===== config.mk =====
export PLATFORM = sky130hd
export DESIGN_NAME = led_pixel_shader_core
export DESIGN_NICKNAME = d
export VERILOG_FILES = /design/src/lps_pkg.sv /design/src/lps_fifo.sv /design/src/lps_front.sv /design/src/lps_back.sv /design/src/led_pixel_shader_core.sv
export SDC_FILE = /design/constraint.sdc
export NUM_CORES = 2
export LEC_CHECK = 0
export ABC_AREA = 1
export BUFFER_PORTS_ARGS = -buffer_cell sky130_fd_sc_hd__clkbuf_2
export CAP_MARGIN = 40
export CORE_UTILIZATION = 40
export DETAILED_ROUTE_END_ITERATION = 10
export PLACE_DENSITY = 0.56
export SYNTH_ARGS = -nofsm -noshare
export SYNTH_HDL_FRONTEND = slang
export SYNTH_SLANG_ARGS = --single-unit

===== constraint.sdc =====
create_clock -name clk_i -period 19.25 [get_ports clk_i]
set_input_delay 1.925 -clock clk_i [delete_from_list [all_inputs] [get_ports clk_i]]
set_output_delay 1.925 -clock clk_i [all_outputs]
set_load 0.1 [all_outputs]

===== src/lps_pkg.sv =====
// ----------------------------------------------------------------------------
// lps_pkg
// Shared types, register and effect codes and color helpers for the LED
// pixel shader.
// ----------------------------------------------------------------------------
package lps_pkg;

  localparam int unsigned QueueDepth = 4;

  localparam int unsigned RegIdxW = 3;
  localparam int unsigned AddrW   = 5;

  typedef enum logic [RegIdxW-1:0] {
    RegFgColor        = 3'd0,
    RegBgColor        = 3'd1,
    RegBgCode         = 3'd2,
    RegBrightness     = 3'd3,
    RegEffectMode     = 3'd4,
    RegGradientEnable = 3'd5,
    RegGradientMix    = 3'd6
  } lps_reg_e;

  typedef enum logic [2:0] {
    EffNone     = 3'd0,
    EffGradient = 3'd1,
    EffBreath   = 3'd2,
    EffFadeIn   = 3'd3,
    EffFadeOut  = 3'd4,
    EffCycle    = 3'd5
  } lps_effect_e;

  // color rotation selects
  localparam logic [1:0] RotNone = 2'd0;
  localparam logic [1:0] RotGbr  = 2'd1;
  localparam logic [1:0] RotBrg  = 2'd2;

  localparam logic [23:0] FgColorReset    = 24'hFFFFFF;
  localparam logic [23:0] BgColorReset    = 24'h000000;
  localparam logic [7:0]  BgCodeReset     = 8'd0;
  localparam logic [7:0]  BrightnessReset = 8'd255;
  localparam logic [2:0]  EffectReset     = 3'd1;
  localparam logic [7:0]  GradMixReset    = 8'd96;
  localparam logic [7:0]  BreathBase      = 8'd96;

  typedef struct packed {
    logic [7:0] r;
    logic [7:0] g;
    logic [7:0] b;
  } lps_rgb_t;

  typedef struct packed {
    logic       is_bg;
    lps_rgb_t   base;
    logic       grad_en;
    logic [7:0] grad_idx;
    logic       scale_en;
    logic [7:0] scale;
    logic [1:0] rot_sel;
  } lps_work_t;

  typedef struct packed {
    lps_rgb_t rgb;
    logic     is_bg;
  } lps_result_t;

  // 3-bit channel to 8 bits, c*255/7 truncated
  function automatic logic [7:0] expand3(input logic [2:0] c);
    logic [7:0] v;
    case (c)
      3'd0:    v = 8'd0;
      3'd1:    v = 8'd36;
      3'd2:    v = 8'd72;
      3'd3:    v = 8'd109;
      3'd4:    v = 8'd145;
      3'd5:    v = 8'd182;
      3'd6:    v = 8'd218;
      default: v = 8'd255;
    endcase
    return v;
  endfunction

  // 2-bit channel to 8 bits, c*85
  function automatic logic [7:0] expand2(input logic [1:0] c);
    logic [7:0] v;
    case (c)
      2'd0:    v = 8'd0;
      2'd1:    v = 8'd85;
      2'd2:    v = 8'd170;
      default: v = 8'd255;
    endcase
    return v;
  endfunction

  // exact x/255 for x up to 255*255
  function automatic logic [7:0] div255(input logic [15:0] x);
    logic [16:0] s;
    s = {1'b0, x} + {9'd0, x[15:8]} + 17'd1;
    return s[15:8];
  endfunction

endpackage


===== src/lps_fifo.sv =====
// ----------------------------------------------------------------------------
// lps_fifo
// Small first-in first-out queue in flops, used between the front and the
// back and in front of the result ports.
// ----------------------------------------------------------------------------
module lps_fifo #(
  parameter int unsigned Width = 8,
  parameter int unsigned Depth = lps_pkg::QueueDepth
) (
  input  logic             clk_i,
  input  logic             rst_ni,
  input  logic             push_i,
  output logic             full_o,
  input  logic [Width-1:0] data_i,
  input  logic             pop_i,
  output logic             empty_o,
  output logic [Width-1:0] data_o
);

  localparam int unsigned PtrW = (Depth > 1) ? $clog2(Depth) : 1;
  localparam int unsigned CntW = $clog2(Depth + 1);

  logic [Width-1:0] mem_q [Depth];
  logic [PtrW-1:0]  wr_ptr_q, wr_ptr_d;
  logic [PtrW-1:0]  rd_ptr_q, rd_ptr_d;
  logic [CntW-1:0]  count_q, count_d;
  logic             wr_en, rd_en;

  assign full_o  = (count_q == CntW'(Depth));
  assign empty_o = (count_q == '0);
  assign wr_en   = push_i & ~full_o;
  assign rd_en   = pop_i & ~empty_o;
  assign data_o  = mem_q[rd_ptr_q];

  always_comb begin
    wr_ptr_d = wr_ptr_q;
    rd_ptr_d = rd_ptr_q;
    count_d  = count_q;
    if (wr_en) begin
      wr_ptr_d = (wr_ptr_q == PtrW'(Depth - 1)) ? '0 : wr_ptr_q + 1'b1;
    end
    if (rd_en) begin
      rd_ptr_d = (rd_ptr_q == PtrW'(Depth - 1)) ? '0 : rd_ptr_q + 1'b1;
    end
    if (wr_en && !rd_en) begin
      count_d = count_q + 1'b1;
    end else if (rd_en && !wr_en) begin
      count_d = count_q - 1'b1;
    end
  end

  always_ff @(posedge clk_i or negedge rst_ni) begin
    if (!rst_ni) begin
      wr_ptr_q <= '0;
      rd_ptr_q <= '0;
      count_q  <= '0;
    end else begin
      wr_ptr_q <= wr_ptr_d;
      rd_ptr_q <= rd_ptr_d;
      count_q  <= count_d;
    end
  end

  always_ff @(posedge clk_i) begin
    if (wr_en) begin
      mem_q[wr_ptr_q] <= data_i;
    end
  end

`ifndef ASSERT_OFF
  a_count_bound: assert property (@(posedge clk_i) disable iff (!rst_ni)
    count_q <= CntW'(Depth))
    else $error("queue count beyond depth");

  a_push_fills: assert property (@(posedge clk_i) disable iff (!rst_ni)
    wr_en && !pop_i |=> !empty_o)
    else $error("queue empty after transfer in");

  a_last_drains: assert property (@(posedge clk_i) disable iff (!rst_ni)
    rd_en && !push_i && count_q == CntW'(1) |=> empty_o)
    else $error("queue not empty after last transfer out");
`endif

endmodule


===== src/lps_front.sv =====
// ----------------------------------------------------------------------------
// lps_front
// Input stage: takes a pixel, matches it against the background code,
// expands the 3-3-2 code and works out gradient index and effect controls.
// ----------------------------------------------------------------------------
module lps_front (
  input  logic               clk_i,
  input  logic               rst_ni,
  input  logic               push_i,
  output logic               full_o,
  input  logic [7:0]         pixel_code_i,
  input  logic [7:0]         pixel_row_i,
  input  logic [7:0]         pixel_col_i,
  input  logic [7:0]         anim_phase_i,
  input  logic [23:0]        bg_color_i,
  input  logic [7:0]         bg_code_i,
  input  logic [2:0]         effect_mode_i,
  input  logic               gradient_enable_i,
  output logic               work_push_o,
  input  logic               work_full_i,
  output lps_pkg::lps_work_t work_o
);

  logic       valid_q, valid_d;
  logic [7:0] code_q, row_q, col_q, phase_q;
  logic       load;
  logic       is_bg;
  logic [4:0] ph;
  logic [3:0] breath_n;
  logic [7:0] breath_s;
  logic [3:0] mod_sum;
  logic [2:0] mod_red;
  logic [1:0] cycle_k;

  assign full_o      = valid_q & work_full_i;
  assign load        = push_i & ~full_o;
  assign work_push_o = valid_q & ~work_full_i;

  always_comb begin
    valid_d = valid_q;
    if (load) begin
      valid_d = 1'b1;
    end else if (work_push_o) begin
      valid_d = 1'b0;
    end
  end

  always_ff @(posedge clk_i or negedge rst_ni) begin
    if (!rst_ni) begin
      valid_q <= 1'b0;
    end else begin
      valid_q <= valid_d;
    end
  end

  always_ff @(posedge clk_i) begin
    if (load) begin
      code_q  <= pixel_code_i;
      row_q   <= pixel_row_i;
      col_q   <= pixel_col_i;
      phase_q <= anim_phase_i;
    end
  end

  assign is_bg = (code_q == bg_code_i);
  assign ph    = phase_q[4:0];

  // triangle wave over the low five phase bits
  assign breath_n = ph[4] ? ~ph[3:0] : ph[3:0];
  assign breath_s = lps_pkg::BreathBase + {1'b0, breath_n, 3'b000} + {3'b000, breath_n, 1'b0};

  // (phase >> 2) mod 3 from digit sums, 4 = 1 mod 3
  assign mod_sum = {2'b00, phase_q[3:2]} + {2'b00, phase_q[5:4]} + {2'b00, phase_q[7:6]};
  assign mod_red = {1'b0, mod_sum[3:2]} + {1'b0, mod_sum[1:0]};
  assign cycle_k = (mod_red >= 3'd3) ? 2'(mod_red - 3'd3) : mod_red[1:0];

  always_comb begin
    work_o.is_bg    = is_bg;
    work_o.grad_idx = {row_q[3:0], 4'h0} + col_q + {phase_q[5:0], 2'b00};
    work_o.grad_en  = ~is_bg & (gradient_enable_i ||
                      effect_mode_i == lps_pkg::EffGradient);
    work_o.scale_en = 1'b0;
    work_o.scale    = '0;
    work_o.rot_sel  = lps_pkg::RotNone;
    if (is_bg) begin
      work_o.base.r = bg_color_i[23:16];
      work_o.base.g = bg_color_i[15:8];
      work_o.base.b = bg_color_i[7:0];
    end else begin
      work_o.base.r = lps_pkg::expand3(code_q[7:5]);
      work_o.base.g = lps_pkg::expand3(code_q[4:2]);
      work_o.base.b = lps_pkg::expand2(code_q[1:0]);
      unique case (effect_mode_i)
        lps_pkg::EffBreath: begin
          work_o.scale_en = 1'b1;
          work_o.scale    = breath_s;
        end
        lps_pkg::EffFadeIn: begin
          work_o.scale_en = 1'b1;
          work_o.scale    = {ph, 3'b000};
        end
        lps_pkg::EffFadeOut: begin
          work_o.scale_en = 1'b1;
          work_o.scale    = ~{ph, 3'b000};
        end
        lps_pkg::EffCycle: begin
          work_o.rot_sel = cycle_k;
        end
        default: begin
          work_o.scale_en = 1'b0;
        end
      endcase
    end
  end

endmodule


===== src/lps_back.sv =====
// ----------------------------------------------------------------------------
// lps_back
// Five-stage color pipeline: tint, gradient products, gradient blend,
// effect scale or rotation, global brightness.
// ----------------------------------------------------------------------------
module lps_back (
  input  logic                 clk_i,
  input  logic                 rst_ni,
  input  logic                 work_valid_i,
  input  lps_pkg::lps_work_t   work_i,
  output logic                 work_pop_o,
  input  logic [23:0]          fg_color_i,
  input  logic [7:0]           brightness_i,
  input  logic [7:0]           gradient_mix_i,
  output logic                 res_push_o,
  input  logic                 res_full_i,
  output lps_pkg::lps_result_t res_o
);

  logic               en;
  logic               v1_q, v2_q, v3_q, v4_q, v5_q;
  lps_pkg::lps_work_t w1_q, w2_q, w3_q;
  logic               bg4_q, bg5_q;
  lps_pkg::lps_rgb_t  c1_q, c2_q, c3_q, c4_q, c5_q;
  lps_pkg::lps_rgb_t  c1_d, c3_d, c4_d, c5_d, grad;
  logic [15:0]        pp_r_q, pp_g_q, pp_b_q;
  logic [15:0]        pg_r_q, pg_g_q, pg_b_q;
  logic [7:0]         inv_mix;
  lps_pkg::lps_rgb_t  scaled;

  // whole pipe holds only when the last stage cannot hand off
  assign en         = ~(v5_q & res_full_i);
  assign work_pop_o = en & work_valid_i;
  assign res_push_o = v5_q & ~res_full_i;

  always_ff @(posedge clk_i or negedge rst_ni) begin
    if (!rst_ni) begin
      v1_q <= 1'b0;
      v2_q <= 1'b0;
      v3_q <= 1'b0;
      v4_q <= 1'b0;
      v5_q <= 1'b0;
    end else if (en) begin
      v1_q <= work_valid_i;
      v2_q <= v1_q;
      v3_q <= v2_q;
      v4_q <= v3_q;
      v5_q <= v4_q;
    end
  end

  // tint
  always_comb begin
    if (work_i.is_bg) begin
      c1_d = work_i.base;
    end else begin
      c1_d.r = lps_pkg::div255(16'(work_i.base.r) * 16'(fg_color_i[23:16]));
      c1_d.g = lps_pkg::div255(16'(work_i.base.g) * 16'(fg_color_i[15:8]));
      c1_d.b = lps_pkg::div255(16'(work_i.base.b) * 16'(fg_color_i[7:0]));
    end
  end

  // gradient color and blend weights
  assign inv_mix = ~gradient_mix_i;
  assign grad.r  = w1_q.grad_idx;
  assign grad.g  = ~w1_q.grad_idx;
  assign grad.b  = {1'b0, w1_q.grad_idx[7:1]};

  // blend
  assign c3_d.r = w2_q.grad_en ? lps_pkg::div255(pp_r_q + pg_r_q) : c2_q.r;
  assign c3_d.g = w2_q.grad_en ? lps_pkg::div255(pp_g_q + pg_g_q) : c2_q.g;
  assign c3_d.b = w2_q.grad_en ? lps_pkg::div255(pp_b_q + pg_b_q) : c2_q.b;

  // effect
  assign scaled.r = lps_pkg::div255(16'(c3_q.r) * 16'(w3_q.scale));
  assign scaled.g = lps_pkg::div255(16'(c3_q.g) * 16'(w3_q.scale));
  assign scaled.b = lps_pkg::div255(16'(c3_q.b) * 16'(w3_q.scale));

  always_comb begin
    if (w3_q.scale_en) begin
      c4_d = scaled;
    end else begin
      case (w3_q.rot_sel)
        lps_pkg::RotGbr: c4_d = '{r: c3_q.g, g: c3_q.b, b: c3_q.r};
        lps_pkg::RotBrg: c4_d = '{r: c3_q.b, g: c3_q.r, b: c3_q.g};
        default:         c4_d = c3_q;
      endcase
    end
  end

  // brightness
  assign c5_d.r = lps_pkg::div255(16'(c4_q.r) * 16'(brightness_i));
  assign c5_d.g = lps_pkg::div255(16'(c4_q.g) * 16'(brightness_i));
  assign c5_d.b = lps_pkg::div255(16'(c4_q.b) * 16'(brightness_i));

  always_ff @(posedge clk_i) begin
    if (en) begin
      w1_q   <= work_i;
      c1_q   <= c1_d;
      w2_q   <= w1_q;
      c2_q   <= c1_q;
      pp_r_q <= 16'(c1_q.r) * 16'(inv_mix);
      pp_g_q <= 16'(c1_q.g) * 16'(inv_mix);
      pp_b_q <= 16'(c1_q.b) * 16'(inv_mix);
      pg_r_q <= 16'(grad.r) * 16'(gradient_mix_i);
      pg_g_q <= 16'(grad.g) * 16'(gradient_mix_i);
      pg_b_q <= 16'(grad.b) * 16'(gradient_mix_i);
      w3_q   <= w2_q;
      c3_q   <= c3_d;
      bg4_q  <= w3_q.is_bg;
      c4_q   <= c4_d;
      bg5_q  <= bg4_q;
      c5_q   <= c5_d;
    end
  end

  assign res_o.rgb   = c5_q;
  assign res_o.is_bg = bg5_q;

`ifndef ASSERT_OFF
  a_pop_enters: assert property (@(posedge clk_i) disable iff (!rst_ni)
    work_pop_o |=> v1_q)
    else $error("transfer from queue lost at first stage");

  a_tail_holds: assert property (@(posedge clk_i) disable iff (!rst_ni)
    v5_q && res_full_i |=> v5_q && $stable(c5_q) && $stable(bg5_q))
    else $error("stalled result changed");

  a_no_pop_stalled: assert property (@(posedge clk_i) disable iff (!rst_ni)
    v5_q && res_full_i |-> !work_pop_o && !res_push_o)
    else $error("transfer while pipe stalled");
`endif

endmodule


===== src/led_pixel_shader_core.sv =====
// ----------------------------------------------------------------------------
// led_pixel_shader_core
// Path: front register, work queue, five color stages, result queue.
// Throughput: one pixel per cycle while the result queue is not full.
// Reset: queues and pipeline empty, registers at their documented defaults.
// ----------------------------------------------------------------------------
module led_pixel_shader_core #(
  parameter int unsigned QueueDepth = lps_pkg::QueueDepth
) (
  input  logic                      clk_i,
  input  logic                      rst_ni,
  input  logic                      psel,
  input  logic                      penable,
  input  logic                      pwrite,
  input  logic [lps_pkg::AddrW-1:0] paddr,
  input  logic [31:0]               pwdata,
  output logic [31:0]               prdata,
  output logic                      pready,
  input  logic                      push,
  output logic                      full,
  input  logic [7:0]                pixel_code_i,
  input  logic [7:0]                pixel_row_i,
  input  logic [7:0]                pixel_col_i,
  input  logic [7:0]                anim_phase_i,
  output logic                      empty,
  input  logic                      pop,
  output logic [7:0]                red_out_o,
  output logic [7:0]                green_out_o,
  output logic [7:0]                blue_out_o,
  output logic                      is_background_o
);

  localparam int unsigned WorkW = $bits(lps_pkg::lps_work_t);
  localparam int unsigned ResW  = $bits(lps_pkg::lps_result_t);

  logic [23:0] fg_color_q, bg_color_q;
  logic [7:0]  bg_code_q, brightness_q, gradient_mix_q;
  logic [2:0]  effect_mode_q;
  logic        gradient_enable_q;
  logic        cfg_wr;
  logic [lps_pkg::RegIdxW-1:0] reg_idx;

  lps_pkg::lps_work_t   front_work, back_work;
  lps_pkg::lps_result_t back_res, out_res;
  logic [WorkW-1:0]     back_work_bits;
  logic [ResW-1:0]      out_res_bits;
  logic                 work_push, work_full, work_empty, work_pop;
  logic                 res_push, res_full;

  // configuration
  assign pready  = 1'b1;
  assign cfg_wr  = psel & penable & pwrite & pready;
  assign reg_idx = paddr[lps_pkg::AddrW-1:2];

  always_ff @(posedge clk_i or negedge rst_ni) begin
    if (!rst_ni) begin
      fg_color_q        <= lps_pkg::FgColorReset;
      bg_color_q        <= lps_pkg::BgColorReset;
      bg_code_q         <= lps_pkg::BgCodeReset;
      brightness_q      <= lps_pkg::BrightnessReset;
      effect_mode_q     <= lps_pkg::EffectReset;
      gradient_enable_q <= 1'b0;
      gradient_mix_q    <= lps_pkg::GradMixReset;
    end else if (cfg_wr) begin
      unique case (reg_idx)
        lps_pkg::RegFgColor:        fg_color_q        <= pwdata[23:0];
        lps_pkg::RegBgColor:        bg_color_q        <= pwdata[23:0];
        lps_pkg::RegBgCode:         bg_code_q         <= pwdata[7:0];
        lps_pkg::RegBrightness:     brightness_q      <= pwdata[7:0];
        lps_pkg::RegEffectMode:     effect_mode_q     <= pwdata[2:0];
        lps_pkg::RegGradientEnable: gradient_enable_q <= pwdata[0];
        lps_pkg::RegGradientMix:    gradient_mix_q    <= pwdata[7:0];
        default:                    fg_color_q        <= fg_color_q;
      endcase
    end
  end

  always_comb begin
    unique case (reg_idx)
      lps_pkg::RegFgColor:        prdata = {8'd0, fg_color_q};
      lps_pkg::RegBgColor:        prdata = {8'd0, bg_color_q};
      lps_pkg::RegBgCode:         prdata = {24'd0, bg_code_q};
      lps_pkg::RegBrightness:     prdata = {24'd0, brightness_q};
      lps_pkg::RegEffectMode:     prdata = {29'd0, effect_mode_q};
      lps_pkg::RegGradientEnable: prdata = {31'd0, gradient_enable_q};
      lps_pkg::RegGradientMix:    prdata = {24'd0, gradient_mix_q};
      default:                    prdata = '0;
    endcase
  end

  lps_front u_front (
    .clk_i             (clk_i),
    .rst_ni            (rst_ni),
    .push_i            (push),
    .full_o            (full),
    .pixel_code_i      (pixel_code_i),
    .pixel_row_i       (pixel_row_i),
    .pixel_col_i       (pixel_col_i),
    .anim_phase_i      (anim_phase_i),
    .bg_color_i        (bg_color_q),
    .bg_code_i         (bg_code_q),
    .effect_mode_i     (effect_mode_q),
    .gradient_enable_i (gradient_enable_q),
    .work_push_o       (work_push),
    .work_full_i       (work_full),
    .work_o            (front_work)
  );

  lps_fifo #(
    .Width (WorkW),
    .Depth (QueueDepth)
  ) u_work_q (
    .clk_i   (clk_i),
    .rst_ni  (rst_ni),
    .push_i  (work_push),
    .full_o  (work_full),
    .data_i  (front_work),
    .pop_i   (work_pop),
    .empty_o (work_empty),
    .data_o  (back_work_bits)
  );

  assign back_work = lps_pkg::lps_work_t'(back_work_bits);

  lps_back u_back (
    .clk_i          (clk_i),
    .rst_ni         (rst_ni),
    .work_valid_i   (~work_empty),
    .work_i         (back_work),
    .work_pop_o     (work_pop),
    .fg_color_i     (fg_color_q),
    .brightness_i   (brightness_q),
    .gradient_mix_i (gradient_mix_q),
    .res_push_o     (res_push),
    .res_full_i     (res_full),
    .res_o          (back_res)
  );

  lps_fifo #(
    .Width (ResW),
    .Depth (QueueDepth)
  ) u_res_q (
    .clk_i   (clk_i),
    .rst_ni  (rst_ni),
    .push_i  (res_push),
    .full_o  (res_full),
    .data_i  (back_res),
    .pop_i   (pop),
    .empty_o (empty),
    .data_o  (out_res_bits)
  );

  assign out_res         = lps_pkg::lps_result_t'(out_res_bits);
  assign red_out_o       = out_res.rgb.r;
  assign green_out_o     = out_res.rgb.g;
  assign blue_out_o      = out_res.rgb.b;
  assign is_background_o = out_res.is_bg;

endmodule


* After elaboration in Yosys (flattened, before gate mapping)
Memory sizes are Yosys's and may differ from the RTL's.
Index checks and enable logic that the tools add are counted.
** Word-level totals
- Register bits :: 388
- RAM bits :: 280
- Input bits :: 76
- Output and inout bits :: 60
- Logic and storage cells :: 237
- Memories kept :: 2
** Cells by class
- Add/subtract/negate cells :: 43
- Multiply operators :: 15
- Order comparisons :: 1
- Equality and inequality tests :: 34
- Mux-type cells :: 31
- Bitwise operators :: 24
- Reductions and logical operators :: 26
** Memories
- u_work_q.mem_q :: depth 4, bits a word 45, rd ports 1, clocked after memory_dff 0, write ports 1, RTL line lps_fifo.sv:23 : logic [Width-1:0] mem_q [Depth];
- u_res_q.mem_q :: depth 4, bits a word 25, rd ports 1, clocked after memory_dff 0, write ports 1, RTL line lps_fifo.sv:23
** Operator list (count)
- $mul A8 B8 Y16 :: 14
- $add A16 B1 Y16 const B :: 12
- $add A16 B8 Y16 :: 12
- $pmux W24 S7 :: 1
- $pmux W8 S7 :: 2
- $mux W24 :: 3
- $add A16 B16 Y16 :: 3
- $pmux W24 S2 :: 1
- $pmux W8 S3 :: 2
- $eq A3 B3 Y1 const B :: 13
- $eq A3 B2 Y1 const B :: 8
- $mux W8 :: 3
- $not A8 Y8 :: 3
- $add A8 B8 Y8 :: 2
- $logic_not A3 Y1 :: 5
- $mul A7 B8 Y15 :: 1
- $reduce_and A2 Y1 :: 7
- $and A1 B1 Y1 :: 13
- $eq A2 B2 Y1 const B :: 6
- $eq A3 B1 Y1 const B :: 4
- $mux W2 :: 6
- $mux W3 :: 4
- $mux W11 :: 1
- $add A2 B1 Y2 const B :: 4
- 20 further kinds :: 44

* Depth between registers and ports, before layout
- Depth after elaboration :: 8
- Gate-level depth with buffers :: 37
- Depth with buffers taken out :: 36

* Hierarchy
Synthesis repeated with hierarchy kept, for this count alone.
** Unflattened totals
- Cells, all modules :: 8552
- Area, all modules :: 68346.8 sq um
** By module, submodules not included
- lps_back :: instances 1, cells an instance 6888, area an instance 50093.0 sq um, sequential area each 8022.7 sq um
- lps_fifo at u_work_q :: instances 1, cells an instance 585, area an instance 7711.1 sq um, sequential area each 5580.4 sq um
- lps_fifo at u_res_q :: instances 1, cells an instance 352, area an instance 4423.0 sq um, sequential area each 3178.0 sq um
- led_pixel_shader_core :: instances 1, cells an instance 476, area an instance 3952.5 sq um, sequential area each 1945.6 sq um
- lps_front :: instances 1, cells an instance 251, area an instance 2167.1 sq um, sequential area each 865.8 sq um

* Worst setup path before layout
No wires, ideal clock.
- Kind :: reg-to-reg
- Start :: register u_res_q.count_q[0]
- End :: register u_work_q.count_q[2]
- Library setup time :: 0.124 ns
- Arrival time :: 10.040 ns
- Required time :: 19.126 ns
- Path slack :: 9.086 ns
- Stages on the path, launching flop included :: 10
- Buffers on the path :: 0
- Clock period less this slack :: 10.164 ns
- Path through :: dfrtp_1 > nor2_1 > nand3_1 > o31ai_1 > ha_1 > inv_1 > fa_1 > a21oi_1 > o21ai_0 > xnor2_1
** Between the ends
- Longest elaborated chain between the ends :: 8
- Elaborated cells between the ends (all ways) :: 10
- Those cells by class :: 1 x eq/ne; 1 x mux; 4 x bitwise; 4 x reduce/logical
** Ends and longest elaborated chain
- start: declaration :: RTL line lps_fifo.sv:26 : logic [CntW-1:0] count_q, count_d;
- start signal: assignment :: RTL line lps_fifo.sv:60 : count_q <= count_d;
- $eq A3 B3 Y1 * :: RTL line lps_fifo.sv:29 : assign full_o = (count_q == CntW'(Depth));
- $and A1 B1 Y1 * :: RTL line lps_back.sv:32 : assign en = ~(v5_q & res_full_i);
- $not A1 Y1 * :: RTL line lps_back.sv:32
- $and A1 B1 Y1 * :: RTL line lps_back.sv:33 : assign work_pop_o = en & work_valid_i;
- $and A1 B1 Y1 * :: RTL line lps_fifo.sv:32 : assign rd_en = pop_i & ~empty_o;
- $logic_not A1 Y1 :: RTL line lps_fifo.sv:45 : if (wr_en && !rd_en) begin
- $logic_and A1 B1 Y1 :: RTL line lps_fifo.sv:45
- $mux W3 or $reduce_bool A2 Y1 (tied branches)
- end signal: assignment :: RTL line lps_fifo.sv:60
- end: declaration :: RTL line lps_fifo.sv:26
Mark *: on every way between the ends. The rest lies on a longest branch, timed or not.
A chain may end at the register's enable or synchronous reset.

==> impl_metrics.toml <==
[cells_and_area]
synthToLayoutAreaGrowth_pct = 9.027
nNetsFinal = 8967
drive_gt1_share_pct = 5.097
fin_cells = 9804
post-route-util_pct = 43.96

[cts]
path_clk_slew_ns = 0.06
cts_made_buffers = 80
clockBufferDepth = 3
cts_resized = 0
cts_num_sinks = 667
cts_tree = "yes"
clk_latency_ns = 0.71
root_buffer = "clkbuf_16"
holdBufCountCts = 0
post_cts_buffers = 0
htree_levels = 3

[setup_path]
rr_endpoint = "u_back.c1_q[7]"
arrival_ns = 7.47
cpMostUsedCell = "nand2_1"
cp-startpoint = "u_work_q.rd_ptr_q[0]"
critPathRequiredTime_ns = 19.69
cp-start-kind = "register"
ff2ff_path_depth = 36
crit_path_top_delay_cell = "fa_1"
r2r-start = "u_work_q.rd_ptr_q[0]"
worstSetupPathType = "reg2reg"
cp_max_fo = 71
slowest_delay_ns = 0.54
rrSetupSlack_ns = 12.22
endpoint_kind = "register"

[synthesis]
syn_avg_cell_area_um2 = 8.375
ys.flop_type = "edfxtp_1"
async_reset_ff_share_pct = 14.39
synth_area_um2 = 63940
yosys.area.top_type = "edfxtp_1"
yosysWarnings = 0
synth_top_area_share_pct = 26.82
ys_seq_area_share_pct = 30.64
synth_cell_types = 65
synthTopCellsByArea = "edfxtp_1 27%, fa_1 17%, ha_1 13%"
ys_ff_latch = 667
netlist_instances = 7635
synth-edff-count = 571

[timing]
tightestPinTransition_ns = 0.9167
layout_min_cycle_time_ns = 7.031
setup_viol = 0
grt_setup_unrepaired = "no"
hold_viol = 0
fin_crit_sh_pct = 36.52
finalSetupTns_ns = 0
fmax_mhz = 142.2
fin_skew_ns = 0.05094
holdWs_ns = 0.4179
drv_slew = 0
relSlewSlack_pct = 38.89

[routing]
first_iter_violations = 3023
drcViolationCount = 0
vias = 49230
via_per_inst = 5.021
dr.pass1.iters = 8
ant_nets = 0
wirelength_mm = 163.2
avgRoutedWirePerCell_um = 16.65

[placement]
placed_cells = 9653
port_buffers = 112
hpwl_mm = 124.6
gp_congestion = 0.8792

[floorplan]
initial_core_util_pct = 40.32
die_w_um = 401.8
rows = 146
die_h_um = 401.8
fp.dieArea_um2 = 161500
ios = 136
coreArea_um2 = 158600

[min_path]
hold_end = "u_back.w2_q[8]"
hold_depth = 0
holdCritStartpoint = "u_back.w1_q[8]"
hold_class = "reg2reg"

[grt]
grt_pass1_wl_mm = 261.7
grt_use_met3_pct = 2.806
antenna_found_initial = 4
gr-usage-met2_pct = 34.44
grt_max_degree = 156
grt_overflow = 0
grt_pass1_vias = 49040
use_met1_pct = 26.88
gr-usage-all-layers_pct = 20.39
grt.busiest_layer = "met2"

[run]
max-cap-violations = 0

[run_status]
status = "complete, no violations"
critical path, delay by kind of cell, from the launching register on:
kind / cells / cell delay, ns
flops: 1 / 0.40
fa+ha+maj: 6 / 2.79
simple gates: 17 / 1.86
buf+inv: 10 / 1.20
xor+xnor: 1 / 0.25
compound gates: 2 / 0.23
flip-flops by register name (all words and copies together), names as in the netlist, 13 cells and up:
register        cells
bg_color_q         24
fg_color_q         24
u_back.c1_q        24
u_back.c2_q        24
u_back.c3_q        24
u_back.c4_q        24
u_back.pg_b_q      15
u_back.pg_g_q      16
u_back.pg_r_q      16
u_back.pp_b_q      16
u_back.pp_g_q      16
u_back.pp_r_q      16
u_back.res_o       24
u_back.w1_q        13
u_back.w2_q        13
u_res_q.mem_q     100
u_work_q.mem_q    180
cells by family after synthesis:
kind of cell	synth area share, %
AND/OR/NAND/NOR	18.48
buffers and inverters	10.61
adder cells (fa/ha/maj)	30.38
AO/OA/AOI/OAI	6.923
flip-flops	30.64
XOR/XNOR	2.918
other	0.01175
multiplexers	0.03327
layer usage:
metal	vias up	routed length (um)	share of wire, %
li1	24100	-	-
met1	23800	72810	45
met2	1078	77130	47
met3	244	8182	5.0
met4	6	5075	3.1
met5	-	36	0.022
per-stage QoR:
stage | area (um2) | worst slack [ns]
final | 69710 | 12.22
after global routing | 69710 | 11.69
after CTS | 69710 | 12.27
after detailed placement | 66950 | 12.26
after global placement | 66610 | 12.00
after floorplan | 63970 | 9.086
worst max path at each step:
stage                                endpoint  slack, ns  depth (start not counted)
after global placement         u_back.c1_q[7]      12.00                         35
after floorplan           u_work_q.count_q[2]       9.09                          9
final                          u_back.c1_q[7]      12.22                         36
after detailed placement       u_back.c1_q[7]      12.26                         36
after global routing          u_back.c1_q[18]      11.69                         36
after CTS                      u_back.c1_q[7]      12.27                         36
placed cells by master (no fill, tap or decap), types with 10 or more instances in the layout:
master        n
nor2_4       10
xor2_1      130
inv_1      1545
fa_1        541
nand3b_1     13
a211oi_1     13
buf_4        42
xnor2_1      70
nand3_1     357
o21ai_1      20
dfrtp_1      60
o211ai_1     11
a21oi_1     290
nor2_1      692
clkbuf_2    111
clkbuf_1     20
inv_6        10
a21o_1       21
dfstp_2      35
nand2_1    1740
clkbuf_16    80
clkinv_1     12
inv_2        11
o21bai_1     10
nor3_1       20
ha_1        687
nand4_1      53
edfxtp_1    571
o21ai_0     315
buf_16       10
o22ai_1      90
synth_stat cells, drive strengths merged (2+ instances only):
cell and instances:
a31oi 5, and2 8, o21bai 10, a221oi 7, dfrtp 61, a211oi 13, dfstp 35, o21ai 336
clkbuf 193, clkinv 9, xor2 137, o22ai 90, o31ai 2, nor2 707, o41ai 2, nand4 53
a21o 21, a21boi 4, inv 1555, conb 2, or2 9, nand3b 13, ha 687, xnor2 70
o211ai 12, o21a 2, nor3 24, o2111ai 4, buf 35, nand2 1749, a21oi 296, nand3 361
edfxtp 571, fa 541, o311ai 2, nor4 2
cell type report:
cell class / count / area [um2]
fill: 15740 / 88850
tap: 2072 / 2592
multi-input combinational: 5183 / 37670
inverter: 1564 / 5871
clock inverter: 43 / 601.8
antenna: 2 / 5.005
timing repair buffer: 167 / 1221
clock buffer: 106 / 2160
sequential: 667 / 19590
Power is not shown: default switching activity piles up to over one toggle a cycle in this logic, so the estimate is an artifact.
